### src/hdl/aac_pkg.sv
// Shared types and constants for the airtime admission control block.
package aac_pkg;

  localparam int unsigned THR_W  = 16;
  localparam int unsigned AIR_W  = 20;
  localparam int unsigned CLS_W  = 2;
  localparam int unsigned SIZE_W = 16;
  localparam int unsigned RATE_W = 30;
  localparam int unsigned IDX_W  = 3;

  // airtime = rate * (8*size + 10000) * 176 / (1953125 * size)
  localparam int unsigned TERM_W = 20;  // 8*size + 10000
  localparam int unsigned PROD_W = RATE_W + TERM_W;
  localparam int unsigned NUM_W  = 58;
  localparam int unsigned DEN_W  = 37;

  localparam logic [TERM_W-1:0] TERM_OFFSET = TERM_W'(10000);
  localparam logic [7:0]        AIR_GAIN    = 8'd176;
  localparam logic [20:0]       DEN_SCALE   = 21'd1953125;
  localparam logic [AIR_W-1:0]  AIR_MAX     = {AIR_W{1'b1}};

  // utilization bands, Q0.16: above 0.95 lowers, (0.70, 0.90] raises
  localparam logic [THR_W-1:0] UTIL_LOWER_MIN = 16'd62260;
  localparam logic [THR_W-1:0] UTIL_RAISE_MIN = 16'd45876;
  localparam logic [THR_W-1:0] UTIL_RAISE_MAX = 16'd58982;

  // register indexes
  localparam logic [IDX_W-1:0] REG_VOICE    = 3'd0;
  localparam logic [IDX_W-1:0] REG_VIDEO    = 3'd1;
  localparam logic [IDX_W-1:0] REG_B_START  = 3'd2;
  localparam logic [IDX_W-1:0] REG_DEFAULT  = 3'd3;
  localparam logic [IDX_W-1:0] REG_B_FLOOR  = 3'd4;
  localparam logic [IDX_W-1:0] REG_B_CEIL   = 3'd5;
  localparam logic [IDX_W-1:0] REG_B_STEP   = 3'd6;

  // register reset values
  localparam logic [THR_W-1:0] RST_VOICE   = 16'd58982;
  localparam logic [THR_W-1:0] RST_VIDEO   = 16'd52429;
  localparam logic [THR_W-1:0] RST_B_START = 16'd62259;
  localparam logic [THR_W-1:0] RST_DEFAULT = 16'd52429;
  localparam logic [THR_W-1:0] RST_B_FLOOR = 16'd52429;
  localparam logic [THR_W-1:0] RST_B_CEIL  = 16'd64225;
  localparam logic [THR_W-1:0] RST_B_STEP  = 16'd655;

  // traffic classes
  localparam logic [CLS_W-1:0] CLS_VOICE  = 2'd0;
  localparam logic [CLS_W-1:0] CLS_VIDEO  = 2'd1;
  localparam logic [CLS_W-1:0] CLS_BURSTY = 2'd2;
  localparam logic [CLS_W-1:0] CLS_OTHER  = 2'd3;

  typedef struct packed {
    logic [CLS_W-1:0] cls;
    logic [AIR_W-1:0] air;
  } aac_item_t;

  typedef struct packed {
    logic [THR_W-1:0] voice;
    logic [THR_W-1:0] video;
    logic [THR_W-1:0] dflt;
    logic [THR_W-1:0] b_floor;
    logic [THR_W-1:0] b_ceil;
    logic [THR_W-1:0] b_step;
  } aac_cfg_t;

  typedef struct packed {
    logic             load;
    logic [THR_W-1:0] value;
  } aac_bload_t;

endpackage

### src/hdl/airtime_admission_control.sv
// Top level of the airtime admission control block: register file, front end, queue, back end.
//
// Each request (class, packet size, rate) gets one result word. The front end takes a
// request, forms the airtime numerator and denominator in the states F_MUL1 and F_MUL2,
// runs a 20-step restoring divider and takes no new request until it has queued the
// result. The back end adapts the bursty threshold and then decides, overlapped with the
// next request through a short queue, and its result register lets the front carry on
// while a result waits to be taken. Configuration writes are always taken; writing
// bursty_start also reloads the adaptive threshold.
module airtime_admission_control
  import aac_pkg::*;
#(
  parameter int unsigned QUEUE_DEPTH = 2
) (
  input  logic              clk_i,
  input  logic              rst_ni,
  input  logic              in_valid_i,
  output logic              in_ready_o,
  input  logic [CLS_W-1:0]  traffic_class_i,
  input  logic [SIZE_W-1:0] packet_size_i,
  input  logic [RATE_W-1:0] flow_rate_i,
  output logic              out_valid_o,
  input  logic              out_ready_i,
  output logic              admitted_o,
  output logic [AIR_W-1:0]  required_airtime_o,
  output logic [THR_W-1:0]  threshold_used_o,
  output logic [THR_W-1:0]  utilization_now_o,
  input  logic              cfg_valid_i,
  output logic              cfg_ready_o,
  input  logic [IDX_W-1:0]  cfg_index_i,
  input  logic [THR_W-1:0]  cfg_data_i
);

  aac_cfg_t   cfg_q;
  aac_bload_t bload;
  logic       cfg_we;

  logic      push, full, pop, empty;
  aac_item_t push_item, pop_item;

  assign cfg_ready_o = 1'b1;
  assign cfg_we      = cfg_valid_i && cfg_ready_o;

  assign bload.load  = cfg_we && (cfg_index_i == REG_B_START);
  assign bload.value = cfg_data_i;

  always_ff @(posedge clk_i or negedge rst_ni) begin
    if (!rst_ni) begin
      cfg_q.voice   <= RST_VOICE;
      cfg_q.video   <= RST_VIDEO;
      cfg_q.dflt    <= RST_DEFAULT;
      cfg_q.b_floor <= RST_B_FLOOR;
      cfg_q.b_ceil  <= RST_B_CEIL;
      cfg_q.b_step  <= RST_B_STEP;
    end else if (cfg_we) begin
      // bursty_start lives only in the back end's adaptive threshold
      unique case (cfg_index_i)
        REG_VOICE:   cfg_q.voice   <= cfg_data_i;
        REG_VIDEO:   cfg_q.video   <= cfg_data_i;
        REG_DEFAULT: cfg_q.dflt    <= cfg_data_i;
        REG_B_FLOOR: cfg_q.b_floor <= cfg_data_i;
        REG_B_CEIL:  cfg_q.b_ceil  <= cfg_data_i;
        REG_B_STEP:  cfg_q.b_step  <= cfg_data_i;
        default: ;
      endcase
    end
  end

  aac_front u_front (
    .clk_i           (clk_i),
    .rst_ni          (rst_ni),
    .in_valid_i      (in_valid_i),
    .in_ready_o      (in_ready_o),
    .traffic_class_i (traffic_class_i),
    .packet_size_i   (packet_size_i),
    .flow_rate_i     (flow_rate_i),
    .push_o          (push),
    .item_o          (push_item),
    .full_i          (full)
  );

  aac_queue #(
    .DEPTH (QUEUE_DEPTH)
  ) u_queue (
    .clk_i   (clk_i),
    .rst_ni  (rst_ni),
    .push_i  (push),
    .item_i  (push_item),
    .full_o  (full),
    .pop_i   (pop),
    .item_o  (pop_item),
    .empty_o (empty)
  );

  aac_back u_back (
    .clk_i              (clk_i),
    .rst_ni             (rst_ni),
    .cfg_i              (cfg_q),
    .bload_i            (bload),
    .empty_i            (empty),
    .item_i             (pop_item),
    .pop_o              (pop),
    .out_valid_o        (out_valid_o),
    .out_ready_i        (out_ready_i),
    .admitted_o         (admitted_o),
    .required_airtime_o (required_airtime_o),
    .threshold_used_o   (threshold_used_o),
    .utilization_now_o  (utilization_now_o)
  );

endmodule

### src/hdl/aac_div.sv
// Restoring divider for the airtime quotient, saturating at the quotient width.
module aac_div
  import aac_pkg::*;
(
  input  logic             clk_i,
  input  logic             rst_ni,
  input  logic             start_i,
  input  logic [NUM_W-1:0] num_i,
  input  logic [DEN_W-1:0] den_i,
  output logic             done_o,
  output logic [AIR_W-1:0] quot_o
);

  typedef enum logic [1:0] {D_IDLE, D_CHECK, D_RUN} div_state_e;

  localparam int unsigned CNT_W = $clog2(AIR_W);

  div_state_e       state_q, state_d;
  logic [NUM_W-1:0] rem_q, rem_d;
  logic [NUM_W-1:0] dsh_q, dsh_d;
  logic [DEN_W-1:0] den_q, den_d;
  logic [AIR_W-1:0] quot_q, quot_d;
  logic [CNT_W-1:0] cnt_q, cnt_d;
  logic             done_q, done_d;

  always_comb begin
    state_d = state_q;
    rem_d   = rem_q;
    dsh_d   = dsh_q;
    den_d   = den_q;
    quot_d  = quot_q;
    cnt_d   = cnt_q;
    done_d  = 1'b0;
    unique case (state_q)
      D_IDLE: begin
        if (start_i) begin
          rem_d   = num_i;
          den_d   = den_i;
          state_d = D_CHECK;
        end
      end
      D_CHECK: begin
        // quotient would not fit: saturate (also covers a zero divisor)
        if (rem_q >= (NUM_W'(den_q) << AIR_W)) begin
          quot_d  = AIR_MAX;
          done_d  = 1'b1;
          state_d = D_IDLE;
        end else begin
          dsh_d   = NUM_W'(den_q) << (AIR_W - 1);
          quot_d  = '0;
          cnt_d   = '0;
          state_d = D_RUN;
        end
      end
      D_RUN: begin
        if (rem_q >= dsh_q) begin
          rem_d  = rem_q - dsh_q;
          quot_d = {quot_q[AIR_W-2:0], 1'b1};
        end else begin
          quot_d = {quot_q[AIR_W-2:0], 1'b0};
        end
        dsh_d = dsh_q >> 1;
        cnt_d = cnt_q + 1'b1;
        if (cnt_q == CNT_W'(AIR_W - 1)) begin
          done_d  = 1'b1;
          state_d = D_IDLE;
        end
      end
      default: state_d = D_IDLE;
    endcase
  end

  always_ff @(posedge clk_i or negedge rst_ni) begin
    if (!rst_ni) begin
      state_q <= D_IDLE;
      rem_q   <= '0;
      dsh_q   <= '0;
      den_q   <= '0;
      quot_q  <= '0;
      cnt_q   <= '0;
      done_q  <= 1'b0;
    end else begin
      state_q <= state_d;
      rem_q   <= rem_d;
      dsh_q   <= dsh_d;
      den_q   <= den_d;
      quot_q  <= quot_d;
      cnt_q   <= cnt_d;
      done_q  <= done_d;
    end
  end

  assign done_o = done_q;
  assign quot_o = quot_q;

endmodule

### src/hdl/aac_front.sv
// Front end: accepts requests, works out the airtime and queues class and airtime.
module aac_front
  import aac_pkg::*;
(
  input  logic              clk_i,
  input  logic              rst_ni,
  input  logic              in_valid_i,
  output logic              in_ready_o,
  input  logic [CLS_W-1:0]  traffic_class_i,
  input  logic [SIZE_W-1:0] packet_size_i,
  input  logic [RATE_W-1:0] flow_rate_i,
  output logic              push_o,
  output aac_item_t         item_o,
  input  logic              full_i
);

  typedef enum logic [2:0] {F_IDLE, F_MUL1, F_MUL2, F_START, F_WAIT, F_PUSH} front_state_e;

  front_state_e      state_q, state_d;
  logic [CLS_W-1:0]  cls_q, cls_d;
  logic [SIZE_W-1:0] size_q, size_d;
  logic [RATE_W-1:0] rate_q, rate_d;
  logic [TERM_W-1:0] term_q, term_d;
  logic [PROD_W-1:0] prod_q, prod_d;
  logic [NUM_W-1:0]  num_q, num_d;
  logic [DEN_W-1:0]  den_q, den_d;
  logic [AIR_W-1:0]  air_q, air_d;

  logic             div_done;
  logic [AIR_W-1:0] div_quot;

  aac_div u_div (
    .clk_i   (clk_i),
    .rst_ni  (rst_ni),
    .start_i (state_q == F_START),
    .num_i   (num_q),
    .den_i   (den_q),
    .done_o  (div_done),
    .quot_o  (div_quot)
  );

  always_comb begin
    state_d = state_q;
    cls_d   = cls_q;
    size_d  = size_q;
    rate_d  = rate_q;
    term_d  = term_q;
    prod_d  = prod_q;
    num_d   = num_q;
    den_d   = den_q;
    air_d   = air_q;
    unique case (state_q)
      F_IDLE: begin
        if (in_valid_i) begin
          cls_d   = traffic_class_i;
          size_d  = packet_size_i;
          rate_d  = flow_rate_i;
          term_d  = TERM_W'({packet_size_i, 3'b000}) + TERM_OFFSET;
          state_d = F_MUL1;
        end
      end
      F_MUL1: begin
        prod_d  = PROD_W'(rate_q) * PROD_W'(term_q);
        den_d   = DEN_W'(size_q) * DEN_W'(DEN_SCALE);
        state_d = F_MUL2;
      end
      F_MUL2: begin
        num_d   = NUM_W'(prod_q) * NUM_W'(AIR_GAIN);
        state_d = F_START;
      end
      F_START: state_d = F_WAIT;
      F_WAIT: begin
        if (div_done) begin
          air_d   = div_quot;
          state_d = F_PUSH;
        end
      end
      F_PUSH: begin
        if (!full_i) state_d = F_IDLE;
      end
      default: state_d = F_IDLE;
    endcase
  end

  always_ff @(posedge clk_i or negedge rst_ni) begin
    if (!rst_ni) begin
      state_q <= F_IDLE;
      cls_q   <= '0;
      size_q  <= '0;
      rate_q  <= '0;
      term_q  <= '0;
      prod_q  <= '0;
      num_q   <= '0;
      den_q   <= '0;
      air_q   <= '0;
    end else begin
      state_q <= state_d;
      cls_q   <= cls_d;
      size_q  <= size_d;
      rate_q  <= rate_d;
      term_q  <= term_d;
      prod_q  <= prod_d;
      num_q   <= num_d;
      den_q   <= den_d;
      air_q   <= air_d;
    end
  end

  assign in_ready_o = (state_q == F_IDLE);
  assign push_o     = (state_q == F_PUSH) && !full_i;
  assign item_o.cls = cls_q;
  assign item_o.air = air_q;

endmodule

### src/hdl/aac_queue.sv
// Small queue of classified words between the front and back ends.
module aac_queue
  import aac_pkg::*;
#(
  parameter int unsigned DEPTH = 2
) (
  input  logic      clk_i,
  input  logic      rst_ni,
  input  logic      push_i,
  input  aac_item_t item_i,
  output logic      full_o,
  input  logic      pop_i,
  output aac_item_t item_o,
  output logic      empty_o
);

  localparam int unsigned PTR_W = (DEPTH > 1) ? $clog2(DEPTH) : 1;
  localparam int unsigned CNT_W = $clog2(DEPTH + 1);

  aac_item_t        mem_q [DEPTH];
  logic [PTR_W-1:0] wr_ptr_q, rd_ptr_q;
  logic [CNT_W-1:0] count_q;

  logic do_push, do_pop;

  assign full_o  = (count_q == CNT_W'(DEPTH));
  assign empty_o = (count_q == '0);
  assign do_push = push_i && !full_o;
  assign do_pop  = pop_i && !empty_o;
  assign item_o  = mem_q[rd_ptr_q];

  always_ff @(posedge clk_i) begin
    if (do_push) mem_q[wr_ptr_q] <= item_i;
  end

  always_ff @(posedge clk_i or negedge rst_ni) begin
    if (!rst_ni) begin
      wr_ptr_q <= '0;
      rd_ptr_q <= '0;
      count_q  <= '0;
    end else begin
      if (do_push) begin
        wr_ptr_q <= (wr_ptr_q == PTR_W'(DEPTH - 1)) ? '0 : wr_ptr_q + 1'b1;
      end
      if (do_pop) begin
        rd_ptr_q <= (rd_ptr_q == PTR_W'(DEPTH - 1)) ? '0 : rd_ptr_q + 1'b1;
      end
      if (do_push && !do_pop) begin
        count_q <= count_q + 1'b1;
      end else if (do_pop && !do_push) begin
        count_q <= count_q - 1'b1;
      end
    end
  end

endmodule

### src/hdl/aac_back.sv
// Back end: adapts the bursty threshold, decides admission and holds the result.
module aac_back
  import aac_pkg::*;
(
  input  logic              clk_i,
  input  logic              rst_ni,
  input  aac_cfg_t          cfg_i,
  input  aac_bload_t        bload_i,
  input  logic              empty_i,
  input  aac_item_t         item_i,
  output logic              pop_o,
  output logic              out_valid_o,
  input  logic              out_ready_i,
  output logic              admitted_o,
  output logic [AIR_W-1:0]  required_airtime_o,
  output logic [THR_W-1:0]  threshold_used_o,
  output logic [THR_W-1:0]  utilization_now_o
);

  typedef enum logic [1:0] {B_IDLE, B_ADAPT, B_DECIDE} back_state_e;

  back_state_e      state_q, state_d;
  aac_item_t        item_q, item_d;
  logic [THR_W-1:0] util_q, util_d;
  logic [THR_W-1:0] bursty_q, bursty_d;
  logic             out_valid_q, out_valid_d;
  logic             adm_q, adm_d;
  logic [AIR_W-1:0] air_q, air_d;
  logic [THR_W-1:0] thr_q, thr_d;

  logic [THR_W:0]   lowered, raised;
  logic [THR_W-1:0] thr_sel;
  logic [AIR_W:0]   total;
  logic             fits;

  assign lowered = {1'b0, bursty_q} - {1'b0, cfg_i.b_step};
  assign raised  = {1'b0, bursty_q} + {1'b0, cfg_i.b_step};

  always_comb begin
    unique case (item_q.cls)
      CLS_VOICE:  thr_sel = cfg_i.voice;
      CLS_VIDEO:  thr_sel = cfg_i.video;
      CLS_BURSTY: thr_sel = bursty_q;
      CLS_OTHER:  thr_sel = cfg_i.dflt;
      default:    thr_sel = cfg_i.dflt;
    endcase
  end

  assign total = (AIR_W + 1)'(util_q) + {1'b0, item_q.air};
  assign fits  = (total <= (AIR_W + 1)'(thr_sel));

  always_comb begin
    state_d     = state_q;
    item_d      = item_q;
    util_d      = util_q;
    bursty_d    = bursty_q;
    out_valid_d = out_valid_q;
    adm_d       = adm_q;
    air_d       = air_q;
    thr_d       = thr_q;
    pop_o       = 1'b0;

    if (out_valid_q && out_ready_i) out_valid_d = 1'b0;

    unique case (state_q)
      B_IDLE: begin
        if (!empty_i) begin
          pop_o   = 1'b1;
          item_d  = item_i;
          state_d = B_ADAPT;
        end
      end
      B_ADAPT: begin
        if (util_q >= UTIL_LOWER_MIN) begin
          // a negative difference always loses to the floor
          bursty_d = (!lowered[THR_W] && (lowered[THR_W-1:0] > cfg_i.b_floor)) ?
                     lowered[THR_W-1:0] : cfg_i.b_floor;
        end else if ((util_q >= UTIL_RAISE_MIN) && (util_q <= UTIL_RAISE_MAX)) begin
          bursty_d = (raised < {1'b0, cfg_i.b_ceil}) ? raised[THR_W-1:0] : cfg_i.b_ceil;
        end
        state_d = B_DECIDE;
      end
      B_DECIDE: begin
        if (!out_valid_q || out_ready_i) begin
          adm_d       = fits;
          air_d       = item_q.air;
          thr_d       = thr_sel;
          if (fits) util_d = total[THR_W-1:0];
          out_valid_d = 1'b1;
          state_d     = B_IDLE;
        end
      end
      default: state_d = B_IDLE;
    endcase

    if (bload_i.load) bursty_d = bload_i.value;
  end

  always_ff @(posedge clk_i or negedge rst_ni) begin
    if (!rst_ni) begin
      state_q     <= B_IDLE;
      item_q      <= '0;
      util_q      <= '0;
      bursty_q    <= RST_B_START;
      out_valid_q <= 1'b0;
      adm_q       <= 1'b0;
      air_q       <= '0;
      thr_q       <= '0;
    end else begin
      state_q     <= state_d;
      item_q      <= item_d;
      util_q      <= util_d;
      bursty_q    <= bursty_d;
      out_valid_q <= out_valid_d;
      adm_q       <= adm_d;
      air_q       <= air_d;
      thr_q       <= thr_d;
    end
  end

  assign out_valid_o        = out_valid_q;
  assign admitted_o         = adm_q;
  assign required_airtime_o = air_q;
  assign threshold_used_o   = thr_q;
  assign utilization_now_o  = util_q;

endmodule

### config.mk
export PLATFORM = sky130hd
export DESIGN_NAME = airtime_admission_control
export DESIGN_NICKNAME = d
export VERILOG_FILES = /design/src/hdl/aac_pkg.sv /design/src/hdl/airtime_admission_control.sv /design/src/hdl/aac_div.sv /design/src/hdl/aac_front.sv /design/src/hdl/aac_queue.sv /design/src/hdl/aac_back.sv
export SDC_FILE = /design/constraint.sdc
export NUM_CORES = 2
export LEC_CHECK = 0
export ABC_CLOCK_PERIOD_IN_PS = 8200
export BUFFER_PORTS_ARGS = -buffer_cell sky130_fd_sc_hd__buf_2
export CAP_MARGIN = 10
export CORE_ASPECT_RATIO = 1.25
export CORE_MARGIN = 2
export CORE_UTILIZATION = 50
export DETAILED_ROUTE_END_ITERATION = 8
export PLACE_DENSITY = 0.66
export SYNTH_ARGS = -nofsm -noshare
export SYNTH_HDL_FRONTEND = slang
export SYNTH_SLANG_ARGS = --single-unit
### constraint.sdc
create_clock -name clk_i -period 8.2 [get_ports clk_i]
set_input_delay 1.64 -clock clk_i [delete_from_list [all_inputs] [get_ports clk_i]]
set_output_delay 1.64 -clock clk_i [all_outputs]
set_load 0.05 [all_outputs]
## After elaboration in Yosys (flattened, before gate mapping)

Memory sizes are Yosys's and may differ from the RTL's. A register that Yosys moved wholly into a read port is not among the register bits.
Index checks and enable logic that the tools add are counted.

- Bitwise gates (word level): 1
- Muxes and demuxes: 42
- Eq/ne operators: 29
- $add $sub $neg: 10
- Magnitude comparators: 8
- Reductions and logical operators: 46
- $mul: 3

Operators by type and width:

| kind | count |
|---|---|
| $pmux W58 S2 | 2 |
| $mux W58 | 3 |
| $mux W16 | 6 |
| $pmux W16 S4 | 1 |
| $ge A58 B57 Y1 | 1 |
| $ge A58 B58 Y1 | 1 |
| $sub A58 B58 Y58 | 1 |
| $mul A50 B4 Y54 const B | 1 |
| $mul A30 B20 Y50 | 1 |
| $pmux W20 S2 | 1 |
| $mul A16 B21 Y37 const B | 1 |
| $ge A16 B16 Y1 const B | 2 |
| $reduce_and A2 Y1 | 15 |
| $add A16 B20 Y21 | 1 |
| $le A21 B16 Y1 | 1 |
| $add A19 B14 Y20 const B | 1 |
| $mux W20 | 1 |
| $pmux W3 S6 | 1 |
| $add A16 B16 Y17 | 1 |
| $lt A17 B16 Y1 | 1 |
| $sub A16 B16 Y17 | 1 |
| $gt A16 B16 Y1 | 1 |
| $le A16 B16 Y1 const B | 1 |
| $ne A2 B2 Y1 const B | 8 |
| other kinds (27) | 85 |

- Flip-flop bits (word level): 585
- Memories kept: 1
- Memory bits (writable): 44
- Output and inout bits: 56

Memory list:

| memory | words | width | rd ports | clocked after memory_dff | write ports | RTL line | source |
|---|---|---|---|---|---|---|---|
| u_queue.mem_q | 2 | 22 | 1 | 1 | 1 | aac_queue.sv:20 | `aac_item_t mem_q [DEPTH];` |

## Longest topological paths before layout

- Depth in word-level cells: 8
- Gate-level depth with buffers: 27

## Modules after synthesis

Synthesis repeated with hierarchy kept, for this count alone.

- Cells, all modules: 6736
- Area, all modules: 63463.4 um^2

Modules (own cells, without submodules):

| module | sequential area each (um^2) | cells an instance | area each (um^2) | instances |
|---|---|---|---|---|
| aac_front | 5555.3 | 4165 | 37200.7 | 1 |
| aac_div | 4479.3 | 1418 | 12364.4 | 1 |
| aac_back | 2364.8 | 853 | 8308.0 | 1 |
| airtime_admission_control | 2467.4 | 213 | 3802.4 | 1 |
| aac_queue | 1421.4 | 87 | 1788.0 | 1 |

## Least setup slack after synthesis

No wires, ideal clock.

- Kind: reg-to-reg
- Start point: register u_front.rate_q[7]
- End point: register u_front.prod_q[49]
- Slack: 1583 ps
- Period minus slack after synthesis: 6617 ps
- Data arrival time: 6534 ps
- Buffers on the path: 2
- Cell stages (with the launch flop): 25
- Data required time: 8117 ps
- Setup time: 83 ps
- Cells stage by stage: dfrtp_1 > clkbuf_1 > nand2_1 > fa_1 > inv_1 > fa_1 > fa_1 > fa_1 > fa_1 > inv_1 > fa_1 > inv_1 > ha_1 > ha_1 > clkbuf_1 > a21o_1 > a21o_1 > a21oi_1 > nand2_1 > o31ai_1 > o21ai_1 > a31oi_1 > o41ai_1 > xnor2_1 > o21ai_0

- Longest elaborated chain between the ends: 1

RTL lines:

| item | RTL line | source |
|---|---|---|
| start: declaration | aac_front.sv:22 | `logic [RATE_W-1:0] rate_q, rate_d;` |
| start signal: assignment | aac_front.sv:100 | `rate_q <= rate_d;` |
| $mul A30 B20 Y50 | aac_front.sv:63 | `prod_d = PROD_W'(rate_q) * PROD_W'(term_q);` |
| end signal: assignment | aac_front.sv:102 | `prod_q <= prod_d;` |
| end: declaration | aac_front.sv:24 | `logic [PROD_W-1:0] prod_q, prod_d;` |

No other way between the ends.
A chain may end at the register's enable or synchronous reset.

## Worst setup path after layout

- Start point: register u_front.term_q[8]
- End point: register u_front.prod_q[46]

- Longest elaborated chain between the ends: 1

RTL lines:

| item | RTL line | source |
|---|---|---|
| start: declaration | aac_front.sv:23 | `logic [TERM_W-1:0] term_q, term_d;` |
| start signal: assignment | aac_front.sv:101 | `term_q <= term_d;` |
| $mul A30 B20 Y50 | aac_front.sv:63 |  |

No other way between the ends.

==> impl_metrics.yaml <==
worst_setup_path:
  critical_path_class: "flop to flop"
  rr_worst_depth: 21
  r2r_start: "u_front.term_q[8]$_DFFE_PN0P_"
  crit_slowest_cell: "dfrtp_1"
  cp_slowest_stage_delay_ns: 1.10
  crit_path_cell_trace: "and2_1 -> fa_1 -> inv_1 -> fa_1 -> fa_1 -> inv_1 -> fa_1 -> fa_1 -> fa_1 -> ha_1 -> ha_1 -> a21oi_1 -> o21ai_0 -> a2111oi_1 -> nor4_1 -> o2111ai_1 -> a311oi_2 -> a41oi_1 -> o21bai_1 -> xnor2_1 -> o21ai_0"
  critPathArrivalTime_ns: 8.16
  cp.required_ns: 8.71
  r2r_slack_ns: 0.54
  critPathTopFamily: "adder cells"
  r2r_end: "u_front.prod_q[46]$_DFFE_PN0P_"
  cp-start-kind: "flop"
  end_kind: "flop"
  critPathMaxFanout: 31
  cp.buffers_inverters: 2
  crit_path_frequent_cell: "fa_1"
logic_synthesis:
  postSynthCellCount: 6713
  synth_fp_nets: 8039
  synthTopCellsByCount: "1130 x inv_1, 871 x nand2_1, 655 x ha_1"
  synth_cell_types: 88
  async_reset_ff_share_pct: 93.11
  synth_top_area_share_pct: 21.42
  ys_ff_latch: 639
  synth_ff_type: "dfrtp_1"
  synth_most_common_cell: "inv_1"
  syn-cell-area_mm2: 0.06227
  yosys.area.top_type: "dfrtp_1"
  yosys-top-cells-area: "dfrtp_1 21%, fa_1 19%, ha_1 13%"
  ys_seq_area_share_pct: 26.16
  synth_edf_count: 44
  avgSynthCellArea_um2: 9.276
  ys.warnings.count: 0
hold_path:
  worst_hold_path_type: "flop to flop"
  whs_path_depth: 0
  whs_endpoint: "u_queue.mem_q[1][11]$_DFFE_PP_"
  hp-start: "u_front.air_q[11]$_DFFE_PN0P_"
cts:
  hold_buffers: 0
  clk_latency_ns: 0.68
  cts_buffers: 73
  path_clk_slew_ns: 0.06
  cts_tree: "built"
  clock-sinks: 639
  root_buffer: "clkbuf_16"
  htree_levels: 3
  ctsLongestPathBuffers: 3
  ctsResizeCount: 0
  cts_setup_buffers: 0
floorplanning:
  num_rows: 144
  core_mm2: 0.1234
  dieArea_mm2: 0.1274
  die_w_um: 319.6
  dieHeight_um: 398.6
  ios: 128
  start_util_pct: 50.45
route:
  routedWlPerCell_um: 19.04
  vias: 45710
  totalWireLength_mm: 159.2
  viasPerCell: 5.467
  first_pass_iters: 6
  drc: 0
  drtIter0Drc: 2748
  ant_nets: 0
run_status:
  status: "finished, final reports clean"
global_routing:
  antenna_found_initial: 3
  grt_pass1_wl_mm: 256.2
  overflow: 0
  grt_util_all_layers_pct: 25.44
  grt_pass1_vias: 47210
  grt_max_degree: 155
flow_run:
  cap_violations: 0
layout:
  drive_gt1_share_pct: 9.034
  area_growth_pct: 7.549
  fin_nets: 8019
timing:
  finalSetupTns_ns: 0
  slew_headroom_pct: 17.07
  fin_crit_sh_pct: 93.38
  finalClockSkew_ns: 0.03610
  max_freq_mhz: 130.6
  period_needed_ns: 7.657
  worst_pin_slew_ns: 1.235
  hold_viol: 0
  finalSetupViolCount: 0
  rsz0062_at_grt: "no"
  drv_slew: 0
placement:
  gp_congestion: 0.9649
  dp_hpwl_mm: 125.1
  portBuffers: 126
[cells in the final DEF, fill, tap and decap left out, drive strengths merged, types with 90 or more instances in the layout]
cell type / count
mux2: 169
xnor2: 135
a21oi: 337
inv: 1138
dfrtp: 533
clkbuf: 90
fa: 599
o21ai: 376
buf: 192
ha: 655
mux2i: 99
and2: 269
nand2: 871
nor2: 215
a21o: 159
[worst max path at each step]
stage                                              from                        endpoint  slack (ns)  cells past startpoint
after floorplan           u_front.rate_q[7]$_DFFE_PN0P_  u_front.prod_q[49]$_DFFE_PN0P_        1.58                     24
after global placement    u_front.term_q[8]$_DFFE_PN0P_  u_front.prod_q[46]$_DFFE_PN0P_        0.73                     21
after detailed placement  u_front.term_q[8]$_DFFE_PN0P_  u_front.prod_q[46]$_DFFE_PN0P_        0.58                     22
after CTS                 u_front.term_q[8]$_DFFE_PN0P_  u_front.prod_q[46]$_DFFE_PN0P_        0.56                     22
after global routing      u_front.term_q[8]$_DFFE_PN0P_  u_front.prod_q[46]$_DFFE_PN0P_        0.23                     22
final                     u_front.term_q[8]$_DFFE_PN0P_  u_front.prod_q[46]$_DFFE_PN0P_        0.54                     21
[worst reg2reg max path, stage by stage, from the launching register on]
cell and delay (ns):
dfrtp_1 1.10, and2_1 0.30, fa_1 0.40, inv_1 0.09, fa_1 0.45, fa_1 0.53, inv_1 0.05, fa_1 0.46
fa_1 0.52, fa_1 0.50, ha_1 0.32, ha_1 0.38, a21oi_1 0.15, o21ai_0 0.11, a2111oi_1 0.61, nor4_1 0.18
o2111ai_1 0.34, a311oi_2 0.21, a41oi_1 0.40, o21bai_1 0.14, xnor2_1 0.14, o21ai_0 0.08
[sequential cells by signal (all words and copies together), names as in the netlist, 20 cells and up]
register                   flops
cfg_q                         96
u_front.u_div.rem_q           58
u_front.u_div.dsh_q           56
u_front.num_q                 51
u_front.prod_q                47
u_queue.mem_q                 44
u_front.den_q                 37
u_front.u_div.den_q           37
u_front.rate_q                30
u_back.item_q                 22
u_back.required_airtime_o     20
u_front.air_q                 20
u_front.u_div.quot_o          20
[layer usage]
metal | track usage, % | share of wire (%) | wire length [um] | up-vias
li1 | - | - | - | 21820
met1 | 30.54 | 40 | 64160 | 22510
met2 | 45.69 | 51 | 81000 | 1030
met4 | 12.09 | 5.0 | 7889 | 2
met5 | 0 | 0.0082 | 13 | -
met3 | 2.679 | 3.8 | 6095 | 339
[area by class of cell]
type | count | area, um2
antenna | 2 | 5.005
clock buffer | 90 | 1993
clock inverter | 44 | 574.3
fill | 11260 | 56450
inverter | 1131 | 4245
multi-input combinational | 4656 | 40690
sequential | 639 | 16290
tap | 1606 | 2009
timing repair buffer | 192 | 1161
[kinds of logic after synthesis]
family,share of synthesized area [%]
muxes,5.226
and+or+nand+nor,12.45
other,0.006022
DFF,26.16
buffers and inverters,8.616
xor gates and xnor gates,3.066
AOI/OAI and AO/OA,12.06
adders and majority gates,32.42
[stage by stage]
step | setup slack, ns | instances | hold WS, ns | utilization [%] | area, um2
CTS | 0.5552 | 8358 | 0.4636 | 54.26 | 66970
global route | 0.2252 | 8360 | 0.4795 | 54.26 | 66970
finish | 0.5428 | 8360 | 0.4603 | 54.26 | 66970
floorplan | 1.583 | 6713 | 0.4380 | - | 62270
detailed placement | 0.5780 | 8224 | 0.4575 | 52.18 | 64400
global placement | 0.7265 | 8224 | 0.4465 | 52.18 | 64400
Power is left out: the tool's default activity adds up to more than one toggle a clock period on the data nets, which glitch-free logic cannot reach.
